`src/rtl/dpsm_pkg.sv`:
```
`timescale 1ns / 1ps
// ----------------------------------------------------------------------------
// dpsm_pkg
// Shared types and constants for the dual pulse-skip modulator.
// ----------------------------------------------------------------------------
package dpsm_pkg;

  localparam int LEVEL_W = 8;
  localparam int TEMP_W  = 16;
  localparam int COUNT_W = 16;
  localparam int CFG_IDX_W  = 2;
  localparam int CFG_DATA_W = 16;

  // request kinds
  localparam logic KIND_UPDATE    = 1'b0;
  localparam logic KIND_ZERO_CROSS = 1'b1;

  // configuration register indexes
  typedef enum logic [CFG_IDX_W-1:0] {
    REG_MOD_RANGE   = 2'd0,
    REG_TEMP_LIMIT  = 2'd1,
    REG_SENSOR_ERR  = 2'd2
  } cfg_reg_t;

  // reset values of the configuration registers
  localparam logic [LEVEL_W-1:0] RANGE_RST      = 8'h7F;
  localparam logic [TEMP_W-1:0]  TEMP_LIMIT_RST = 16'd1200;
  localparam logic [TEMP_W-1:0]  SENSOR_ERR_RST = 16'hFFFF;

  // configuration as seen by the datapath
  typedef struct packed {
    logic [LEVEL_W-1:0] mod_range;
    logic [TEMP_W-1:0]  temp_limit;
    logic [TEMP_W-1:0]  sensor_err;
  } cfg_t;

  // result of one accumulate-and-compare step
  typedef struct packed {
    logic [LEVEL_W-1:0] accum;
    logic               skip;
  } chan_res_t;

endpackage

```
`src/rtl/dpsm_cfg.sv`:
```
`timescale 1ns / 1ps
// ----------------------------------------------------------------------------
// dpsm_cfg
// Configuration register file, written through a valid/ready port.
// ----------------------------------------------------------------------------
module dpsm_cfg (
  input  logic                             clk,
  input  logic                             rst_n,
  input  logic                             cfg_valid,
  output logic                             cfg_ready,
  input  logic [dpsm_pkg::CFG_IDX_W-1:0]   cfg_index,
  input  logic [dpsm_pkg::CFG_DATA_W-1:0]  cfg_data,
  output dpsm_pkg::cfg_t                   cfg
);

  dpsm_pkg::cfg_t cfg_r;

  // always able to take a write
  assign cfg_ready = 1'b1;
  assign cfg       = cfg_r;

  // register writes, unused index is ignored
  always_ff @(posedge clk) begin
    if (!rst_n) begin
      cfg_r.mod_range  <= dpsm_pkg::RANGE_RST;
      cfg_r.temp_limit <= dpsm_pkg::TEMP_LIMIT_RST;
      cfg_r.sensor_err <= dpsm_pkg::SENSOR_ERR_RST;
    end else if (cfg_valid && cfg_ready) begin
      unique case (cfg_index)
        dpsm_pkg::REG_MOD_RANGE:  cfg_r.mod_range  <= cfg_data[dpsm_pkg::LEVEL_W-1:0];
        dpsm_pkg::REG_TEMP_LIMIT: cfg_r.temp_limit <= cfg_data;
        dpsm_pkg::REG_SENSOR_ERR: cfg_r.sensor_err <= cfg_data;
        default: ;
      endcase
    end
  end

endmodule

```
`src/rtl/dpsm_chan.sv`:
```
`timescale 1ns / 1ps
// ----------------------------------------------------------------------------
// dpsm_chan
// One pulse-skip channel step: accumulate, compare against range, wrap.
// ----------------------------------------------------------------------------
module dpsm_chan (
  input  logic [dpsm_pkg::LEVEL_W-1:0] accum,
  input  logic [dpsm_pkg::LEVEL_W-1:0] level,
  input  logic [dpsm_pkg::LEVEL_W-1:0] mod_range,
  output dpsm_pkg::chan_res_t          res
);

  logic [dpsm_pkg::LEVEL_W:0] sum;
  logic [dpsm_pkg::LEVEL_W:0] range_ext;
  logic [dpsm_pkg::LEVEL_W:0] rem;
  logic                       reached;

  // full-width sum, one bit of headroom
  assign sum       = {1'b0, accum} + {1'b0, level};
  assign range_ext = {1'b0, mod_range};
  assign reached   = (sum >= range_ext);
  assign rem       = reached ? (sum - range_ext) : sum;

  // a remainder still above range is dropped and the channel fires
  always_comb begin
    if (rem > range_ext) begin
      res.accum = '0;
      res.skip  = 1'b0;
    end else begin
      res.accum = rem[dpsm_pkg::LEVEL_W-1:0];
      res.skip  = !reached;
    end
  end

endmodule

```
`src/rtl/dual_pulse_skip_modulator.sv`:
```
`timescale 1ns / 1ps
// ----------------------------------------------------------------------------
// dual_pulse_skip_modulator
// Pump and heater pulse-skip modulator driven by update and zero-crossing
// requests; one result request per input request.
// ----------------------------------------------------------------------------
//  channel   handshake          payload
//  in_       in_valid/in_stall  kind, pump_level, heater_level, heater_temp,
//                               clear_count
//  out_      out_valid/out_stall pump_skip, heater_skip, pump_fire_count
//  cfg_      cfg_valid/cfg_ready index, data
//
//  One request per cycle unless stalled; its result enters the output
//  register after acceptance, set by the single accumulate-compare stage.
//  Synchronous active-low reset clears state, pins to off, config to defaults.
//  in_stall follows out_stall while a result is held in the output register.
// ----------------------------------------------------------------------------
module dual_pulse_skip_modulator (
  input  logic                             clk,
  input  logic                             rst_n,
  input  logic                             in_valid,
  output logic                             in_stall,
  input  logic                             in_kind,
  input  logic [dpsm_pkg::LEVEL_W-1:0]     in_pump_level,
  input  logic [dpsm_pkg::LEVEL_W-1:0]     in_heater_level,
  input  logic [dpsm_pkg::TEMP_W-1:0]      in_heater_temp,
  input  logic                             in_clear_count,
  output logic                             out_valid,
  input  logic                             out_stall,
  output logic                             out_pump_skip,
  output logic                             out_heater_skip,
  output logic [dpsm_pkg::COUNT_W-1:0]     out_pump_fire_count,
  input  logic                             cfg_valid,
  output logic                             cfg_ready,
  input  logic [dpsm_pkg::CFG_IDX_W-1:0]   cfg_index,
  input  logic [dpsm_pkg::CFG_DATA_W-1:0]  cfg_data
);

  dpsm_pkg::cfg_t      cfg;
  dpsm_pkg::chan_res_t pump_res;
  dpsm_pkg::chan_res_t heat_res;

  logic [dpsm_pkg::LEVEL_W-1:0] pump_accum_r, pump_accum_nxt;
  logic [dpsm_pkg::LEVEL_W-1:0] heat_accum_r, heat_accum_nxt;
  logic [dpsm_pkg::LEVEL_W-1:0] pump_set_r, pump_set_nxt;
  logic [dpsm_pkg::LEVEL_W-1:0] heat_set_r, heat_set_nxt;
  logic [dpsm_pkg::COUNT_W-1:0] fires_r, fires_nxt;
  logic                         pump_pin_r, pump_pin_nxt;
  logic                         heat_pin_r, heat_pin_nxt;
  logic                         out_valid_r;
  logic                         out_pump_r, out_heat_r;
  logic [dpsm_pkg::COUNT_W-1:0] out_count_r;
  logic                         accept;

  dpsm_cfg u_cfg (
    .clk       (clk),
    .rst_n     (rst_n),
    .cfg_valid (cfg_valid),
    .cfg_ready (cfg_ready),
    .cfg_index (cfg_index),
    .cfg_data  (cfg_data),
    .cfg       (cfg)
  );

  dpsm_chan u_pump (
    .accum     (pump_accum_r),
    .level     (pump_set_r),
    .mod_range (cfg.mod_range),
    .res       (pump_res)
  );

  dpsm_chan u_heat (
    .accum     (heat_accum_r),
    .level     (heat_set_r),
    .mod_range (cfg.mod_range),
    .res       (heat_res)
  );

  // output register frees up when its result is taken
  assign in_stall = out_valid_r && out_stall;
  assign accept   = in_valid && !in_stall;

  // next state for an update or a zero crossing
  always_comb begin
    pump_accum_nxt = pump_accum_r;
    heat_accum_nxt = heat_accum_r;
    pump_set_nxt   = pump_set_r;
    heat_set_nxt   = heat_set_r;
    fires_nxt      = fires_r;
    pump_pin_nxt   = pump_pin_r;
    heat_pin_nxt   = heat_pin_r;
    if (in_kind == dpsm_pkg::KIND_UPDATE) begin
      if (in_clear_count) begin
        fires_nxt = '0;
      end
      pump_set_nxt = (in_pump_level > cfg.mod_range) ? cfg.mod_range : in_pump_level;
      if ((in_heater_temp > cfg.temp_limit) || (in_heater_temp == cfg.sensor_err)) begin
        heat_set_nxt = '0;
      end else begin
        heat_set_nxt = in_heater_level;
      end
    end else begin
      pump_accum_nxt = pump_res.accum;
      heat_accum_nxt = heat_res.accum;
      pump_pin_nxt   = pump_res.skip;
      heat_pin_nxt   = heat_res.skip;
      if (!pump_res.skip) begin
        fires_nxt = fires_r + 1'b1;
      end
    end
  end

  // modulator state
  always_ff @(posedge clk) begin
    if (!rst_n) begin
      pump_accum_r <= '0;
      heat_accum_r <= '0;
      pump_set_r   <= '0;
      heat_set_r   <= '0;
      fires_r      <= '0;
      pump_pin_r   <= 1'b1;
      heat_pin_r   <= 1'b1;
    end else if (accept) begin
      pump_accum_r <= pump_accum_nxt;
      heat_accum_r <= heat_accum_nxt;
      pump_set_r   <= pump_set_nxt;
      heat_set_r   <= heat_set_nxt;
      fires_r      <= fires_nxt;
      pump_pin_r   <= pump_pin_nxt;
      heat_pin_r   <= heat_pin_nxt;
    end
  end

  // result register control
  always_ff @(posedge clk) begin
    if (!rst_n) begin
      out_valid_r <= 1'b0;
    end else if (accept) begin
      out_valid_r <= 1'b1;
    end else if (!out_stall) begin
      out_valid_r <= 1'b0;
    end
  end

  // result register payload
  always_ff @(posedge clk) begin
    if (accept) begin
      out_pump_r  <= pump_pin_nxt;
      out_heat_r  <= heat_pin_nxt;
      out_count_r <= fires_nxt;
    end
  end

  assign out_valid           = out_valid_r;
  assign out_pump_skip       = out_pump_r;
  assign out_heater_skip     = out_heat_r;
  assign out_pump_fire_count = out_count_r;

  // every accepted request leaves a result behind
  a_accept_result: assert property (@(posedge clk) disable iff (!rst_n)
    accept |=> out_valid_r)
    else $error("accepted request produced no result");

  // a pump firing advances the counter by one
  a_fire_count: assert property (@(posedge clk) disable iff (!rst_n)
    (accept && (in_kind == dpsm_pkg::KIND_ZERO_CROSS) && !pump_res.skip)
    |=> (fires_r == $past(fires_r) + 1'b1))
    else $error("pump firing did not advance the counter");

  // updates leave the drive pins alone
  a_update_pins: assert property (@(posedge clk) disable iff (!rst_n)
    (accept && (in_kind == dpsm_pkg::KIND_UPDATE))
    |=> ($stable(pump_pin_r) && $stable(heat_pin_r)))
    else $error("update request changed a drive pin");

  // reset empties the result register
  a_reset_empty: assert property (@(posedge clk)
    !rst_n |=> !out_valid_r)
    else $error("result register valid after reset");

endmodule
```
`config.mk`:
```
export PLATFORM = sky130hd
export DESIGN_NAME = dual_pulse_skip_modulator
export DESIGN_NICKNAME = d
export VERILOG_FILES = /design/src/rtl/dpsm_pkg.sv /design/src/rtl/dpsm_cfg.sv /design/src/rtl/dpsm_chan.sv /design/src/rtl/dual_pulse_skip_modulator.sv
export SDC_FILE = /design/constraint.sdc
export NUM_CORES = 1
export LEC_CHECK = 0
export BUFFER_PORTS_ARGS = -buffer_cell sky130_fd_sc_hd__buf_4
export CAP_MARGIN = 20
export CELL_PAD_IN_SITES_DETAIL_PLACEMENT = 1
export CELL_PAD_IN_SITES_GLOBAL_PLACEMENT = 2
export CORE_ASPECT_RATIO = 0.8
export CORE_MARGIN = 2
export CORE_UTILIZATION = 39
export DETAILED_ROUTE_END_ITERATION = 8
export MAX_ROUTING_LAYER = met4
export PLACE_DENSITY_LB_ADDON = 0.1
export SLEW_MARGIN = 20
export SYNTH_ARGS = -nofsm -noshare
export SYNTH_HDL_FRONTEND = slang
export SYNTH_SLANG_ARGS = --single-unit
```
`constraint.sdc`:
```
create_clock -name clk -period 13 [get_ports clk]
set_clock_uncertainty 0.15 [all_clocks]
set_input_delay 0 -clock clk [delete_from_list [all_inputs] [get_ports clk]]
set_output_delay 0 -clock clk [all_outputs]
set_load 0.01 [all_outputs]
```
== Word level (Yosys, flattened, before mapping) ==
Cells that the tools add are included.

* Output and inout bits: 21
* Bits in registers: 109

* Mux-type cells: 13
* Equal/unequal tests: 4
* Add/subtract/negate cells: 5
* Bitwise gates (word level): 1
* Reductions and logical operators: 12
* $lt $le $gt $ge: 6

{| class="wikitable"
|+ Operator list
! cell !! number
|-
| 2-to-1 mux 16 bit || 3
|-
| 2-to-1 mux 9 bit || 4
|-
| adder 8 x 8 -> 9 bit || 2
|-
| >= comparator 9 x 8 -> 1 bit || 2
|-
| > comparator 9 x 8 -> 1 bit || 2
|-
| subtractor 9 x 8 -> 9 bit || 2
|-
| adder 16 x 1 -> 16 bit (second input constant) || 1
|-
| == test 16 bit || 1
|-
| > comparator 16 bit || 1
|-
| 2-to-1 mux 8 bit || 2
|-
| AND reduction 2 bit || 5
|-
| > comparator 8 bit || 1
|-
| 2-to-1 mux 1 bit || 4
|-
| zero test 1 bit || 3
|-
| == test 2 x 1 -> 1 bit (second input constant) || 1
|-
| == test 2 bit (second input constant) || 1
|-
| logical AND 1 bit || 2
|-
| zero test 2 bit || 1
|-
| inequality test 2 x 1 -> 1 bit (second input constant) || 1
|-
| logical OR 1 bit || 1
|-
| NOT 1 bit || 1
|}

== Longest topological paths before layout ==
* Depth after elaboration: 7
* Gate-level depth with buffers: 24
* Gate-level depth less buffers: 23

== By module ==
A second synthesis with hierarchy kept.

* Cells, all modules: 847
* Area, all modules: 7,477.2 µm²

{| class="wikitable"
|+ By module, submodules not included
! module !! area each (µm²) !! instances !! seq. area each (µm²) !! cells each
|-
| dual_pulse_skip_modulator || 3,534.6 || 1 || 1,561.5 || 398
|-
| dpsm_cfg || 1,752.9 || 1 || 800.8 || 170
|-
| dpsm_chan (u_heat) || 1,094.8 || 1 || 0.0 || 144
|-
| dpsm_chan (u_pump) || 1,094.8 || 1 || 0.0 || 135
|}

== Least setup slack after synthesis ==
OpenSTA, ideal clock, no wires.

* Path type: register to register
* From: reg pump_accum_r[0] in the netlist's numbering
* To: reg out_count_r, in the netlist out_pump_fire_count[9] (data pin)
* Buffers on the path: 1
* Arrival: 4.517 ns
* Stages on the path, launching flop included: 22
* Slack: 8.071 ns
* Period minus slack after synthesis: 4.929 ns
* Path through: dfxtp_1 -> ha_1 -> fa_1 -> a211oi_2 -> o21ai_0 -> xor2_1 -> ha_1 -> a211oi_1 -> o21ai_1 -> a22oi_2 -> nand2_1 -> buf_4 -> mux2i_1 -> inv_1 -> ha_1 -> a21o_1 -> a21oi_1 -> o2111ai_1 -> and2_1 -> nor2_1 -> nor3_1 -> or2_2

* Cells in the longest elaborated chain, start to end: 7
* Elaborated cells on any way between the ends: 9
* Those cells by class: 2 x add/sub; 2 x order compare; 4 x mux; 1 x reduce/logical

{| class="wikitable"
|+ Ends and longest elaborated chain
! item !! line !! source
|-
| start: declaration || dual_pulse_skip_modulator.sv:43 || <nowiki>logic [dpsm_pkg::LEVEL_W-1:0] pump_accum_r, pump_accum_nxt;</nowiki>
|-
| start signal: assignment || dual_pulse_skip_modulator.sv:124 || <nowiki>pump_accum_r <= pump_accum_nxt;</nowiki>
|-
| adder 8 x 8 -> 9 bit (*) || dpsm_chan.sv:19 || <nowiki>assign sum = {1'b0, accum} + {1'b0, level};</nowiki>
|-
| subtractor 9 x 8 -> 9 bit / >= comparator 9 x 8 -> 1 bit (equally long branches) || dpsm_chan.sv:22, dpsm_chan.sv:21 ||
|-
| 2-to-1 mux 9 bit || dpsm_chan.sv:22 || <nowiki>assign rem = reached ? (sum - range_ext) : sum;</nowiki>
|-
| > comparator 9 x 8 -> 1 bit || dpsm_chan.sv:26 || <nowiki>if (rem > range_ext) begin</nowiki>
|-
| 2-to-1 mux 9 bit (*) || dpsm_chan.sv:26 ||
|-
| 2-to-1 mux 16 bit (*) || dual_pulse_skip_modulator.sv:107 || <nowiki>if (!pump_res.skip) begin</nowiki>
|-
| 2-to-1 mux 16 bit (*) || dual_pulse_skip_modulator.sv:92 || <nowiki>if (in_kind == dpsm_pkg::KIND_UPDATE) begin</nowiki>
|-
| via fires_nxt (one bit) || dual_pulse_skip_modulator.sv:47 || <nowiki>logic [dpsm_pkg::COUNT_W-1:0] fires_r, fires_nxt;</nowiki>
|-
| end signal: assignment || dual_pulse_skip_modulator.sv:150 || <nowiki>out_count_r <= fires_nxt;</nowiki>
|-
| end: declaration || dual_pulse_skip_modulator.sv:52 || <nowiki>logic [dpsm_pkg::COUNT_W-1:0] out_count_r;</nowiki>
|}

The timed path passes the listed nets; every way through them passes the cells marked *.
A chain may end at the register's enable or synchronous reset.

== Worst setup path in the final report ==
* From: reg pump_accum_r[0] in the netlist's numbering
* To: reg fires_r[0] in the netlist's numbering

* Cells in the longest elaborated chain, start to end: 7
* Elaborated cells on any way between the ends: 9
* Those cells by class: 2 x add/sub; 2 x order compare; 4 x mux; 1 x reduce/logical

{| class="wikitable"
|+ Ends and longest elaborated chain
! item !! line !! source
|-
| adder 8 x 8 -> 9 bit (*) || dpsm_chan.sv:19 ||
|-
| subtractor 9 x 8 -> 9 bit / >= comparator 9 x 8 -> 1 bit (equally long branches) || dpsm_chan.sv:22, dpsm_chan.sv:21 ||
|-
| 2-to-1 mux 9 bit || dpsm_chan.sv:22 ||
|-
| > comparator 9 x 8 -> 1 bit || dpsm_chan.sv:26 ||
|-
| 2-to-1 mux 9 bit (*) || dpsm_chan.sv:26 ||
|-
| 2-to-1 mux 16 bit (*) || dual_pulse_skip_modulator.sv:107 ||
|-
| 2-to-1 mux 16 bit (*) || dual_pulse_skip_modulator.sv:92 ||
|-
| end signal: assignment || dual_pulse_skip_modulator.sv:128 || <nowiki>fires_r <= fires_nxt;</nowiki>
|-
| end: declaration || dual_pulse_skip_modulator.sv:47 ||
|}

Mark *: on every way between the ends. The rest lies on a longest branch, timed or not.

==> metrics <==
status=finished clean; CP startpoint=pump_accum_r[0]; reg2reg start=pump_accum_r[0]; Final GP Congestion=0.823; routed len/inst=19.7 um; Antenna Cells=0; Critical Path Stages=21; Slowest-stage cell, CP=dlygate4sd3_1; IO Port Bufs=76; startpoint types=flop; Design Power=0.866 mW; CP top delay family=compound AO/OA/AOI/OAI gates; Post-Syn Nets=968; drc violations=0; total CTS buffers=9; Die W=156 um; CTS Sinks=109; Leakage=3.84 nW; initial DRC count=419; Post-Syn Area=7180 sq um; Worst R2R Path Depth=21; CP required=13.10 ns; DR vias=6,692; GRT Max-Usage Layer=met2; library cells used by synthesis=77; Total Routing Usage GR=25.1%; worst path bufs/invs=2; number of vias per cell=5.69; Async SR Flop Fraction=0%; Max transition margin=41.0%; worst hold-check path type=input port to flop; HPWL Detailed=17,200 um; slowest stage delay, CP=0.55 ns; Clk Latency, worst-skew pair=0.36 ns; Global Route met1 Usage=33.0%; max-cap viol count=0; row count=44; r2r setup slk=6.86 ns; CTS Root Cell=clkbuf_16; FF-to-FF End=fires_r[0]; total negative slack=0 ns; DIE AREA=19,500 sq um; H-tree levels=3; first-pass GRT wire length=37,800 um; part of the cycle the worst path needs=47.3%; vias in the first global route=7,041; final slew viol count=0; CP arrival=6.24 ns; final setup margin=6.86 ns; share of cells above drive strength 1=12.9%; P&R area growth vs syn=21.0%; CTS Buffer Depth=2; setup violators final=0; Syn Inst Count=834; clock period minus worst slack=6.14 ns; Die H=125 um; CP Max Fanout=14; register area share after synthesis=32.9%; critical-path cell list=ha_1, fa_1, a211oi_2, o21ai_0, xor2_1, ha_1, a211oi_1, o21ai_1, a22oi_2, nand2_1, mux2i_1, inv_1, ha_1, a21o_1, a21oi_1, o2111ai_1, nand2_1, nand2_1, mux2i_1, o22ai_1, dlygate4sd3_1; actual slew at the worst max-slew pin=0.882 ns; core box area=18,100 sq um; Reg clk slew, reported paths=0.07 ns; pin count of the biggest net entering global routing=58; Initial Util=39.7%; most common cell after layout, fill and taps aside=nand2_1; GR Layer Usage met3=3.26%; Setup crit end kind=flop; CP endpoint=fires_r[0]; fmax=163 MHz; Synth Area per Inst=8.61 sq um; power density over the cells=99.6 nW/um^2; Final Hold Vio Count=0; nets=1,075; top_reg_cell synth=dfxtp_1; GR Layer Usage met2=41.7%; maximum vdd drop=0.0000595 V; IO Pins=78; RSZ-0062 raised after global routing=no; post-route ant nets=0; EDFF count, synth=18; total gr overflow=0; Synth Register Bits=109; CP Class=flop to flop; Post-CTS Setup Inserts=0; DP Worst Slack=7.22 ns; CTS tree=built; most frequent cells in the layout=113 x nand2_1, 91 x dfxtp_1, 79 x buf_4; total wire length=23,200 um; fillers=2,133; Yosys Warn Count=0; first-pass detailed-route iteration total=5; initial antenna violation count=0
[cell families after synthesis]
group / after synthesis / synth area share [%]
AO/OA/AOI/OAI: 235 / 23.0
other: 1 / 0.0522
buffers and inverters: 71 / 4.06
flip-flops: 109 / 32.9
adder cells (fa/ha/maj): 77 / 13.8
multiplexers: 23 / 3.31
AND/OR/NAND/NOR: 286 / 18.9
XOR/XNOR: 32 / 3.90
[worst min path at each step]
stage                             startpoint            end  slack [ns]  cells after the start
after global routing               cfg_valid  u_cfg.cfg[32]        0.04                      4
after CTS                          cfg_valid  u_cfg.cfg[32]       0.008                      4
after detailed placement  in_heater_level[2]  heat_set_r[2]        0.06                      2
final                              cfg_valid  u_cfg.cfg[32]        0.03                      4
after global placement    in_heater_level[7]  heat_set_r[7]        0.06                      2
after floorplan                     in_valid      out_valid       -0.03                      1
[cell usage after synthesis, types with 7 or more instances]
master      n  area share (%)
inv_1      43             2.2
o211ai_1   21             2.2
o21a_1     22             2.3
ha_1       73              13
nand4_1    17             1.5
dfxtp_1    91              25
mux2i_1    17             2.4
nand3_1    42             2.9
nor2b_1     9            0.78
and2_1      7            0.61
a22o_1     15             1.8
xnor2_1     8            0.98
nor3_1      8            0.56
a21oi_1    48             3.3
edfxtp_1   18             7.5
nand2_1   113             5.9
clkbuf_1   21             1.1
xor2_1     24             2.9
a21o_1     15             1.6
nor2_1     44             2.3
a31oi_1     8            0.70
o21ai_0    38             2.6
o31ai_1    10             1.0
and3_1      9            0.78
[layer usage]
metal / up-vias / wire, um
met4: 0 / 281
met5: - / 0
met3: 25 / 662
li1: 3276 / -
met2: 128 / 11100
met1: 3263 / 11200
[sequential cells by signal, indices dropped and copies added, names as in the netlist]
name / count
pump_set_r: 8
pump_pin_r: 1
out_pump_fire_count: 16
out_pump_skip: 1
pump_accum_r: 8
out_valid: 1
heat_accum_r: 8
heat_pin_r: 1
u_cfg.cfg: 40
fires_r: 16
heat_set_r: 8
out_heater_skip: 1
[report_power, final]
| part | switching, mW | total [mW] | internal [mW] |
|---|---|---|---|
| Sequential | 0.00975 | 0.367 | 0.357 |
| Clock | 0.137 | 0.291 | 0.154 |
| Combinational | 0.122 | 0.208 | 0.0857 |
| Total | 0.269 | 0.866 | 0.597 |
[worst register-to-register path, delay by kind of cell, from the launching register on]
kind	cells	cell delay, ns
buffers and inverters	2	0.63
AOI/OAI and AO/OA	9	1.76
DFF	1	0.32
xor gates and xnor gates	1	0.18
and+or+nand+nor	3	0.95
adders and majority gates	4	1.39
muxes	2	0.64
[cell type report]
cell class	instances	area [sq um]	share of cell area, %
Clock buffer	13	282	3.24
Clock inverter	3	26.3	0.302
Inverter	43	161	1.86
Multi-Input combinational cell	654	4530	52.1
Sequential cell	109	2360	27.2
Tap cell	230	288	3.31
Timing Repair Buffer	124	1040	12.0
[metrics by stage]
stage | cells | hold WS [ns] | instance area (sq um) | util [%]
floorplan | 834 | -0.0261 | 7180 | -
CTS | 1176 | 0.00801 | 8690 | 48.0
global route | 1176 | 0.0446 | 8690 | 48.0
finish | 1176 | 0.0260 | 8690 | 48.0
global placement | 1115 | 0.0623 | 7940 | 43.8
detailed placement | 1115 | 0.0643 | 7940 | 43.8
[repair_timing]
item,in CTS,in global routing
resized for setup,0,0
hold endpoints to repair,64,0
hold buffers,45,0
Power figures use the tool's default switching activity.
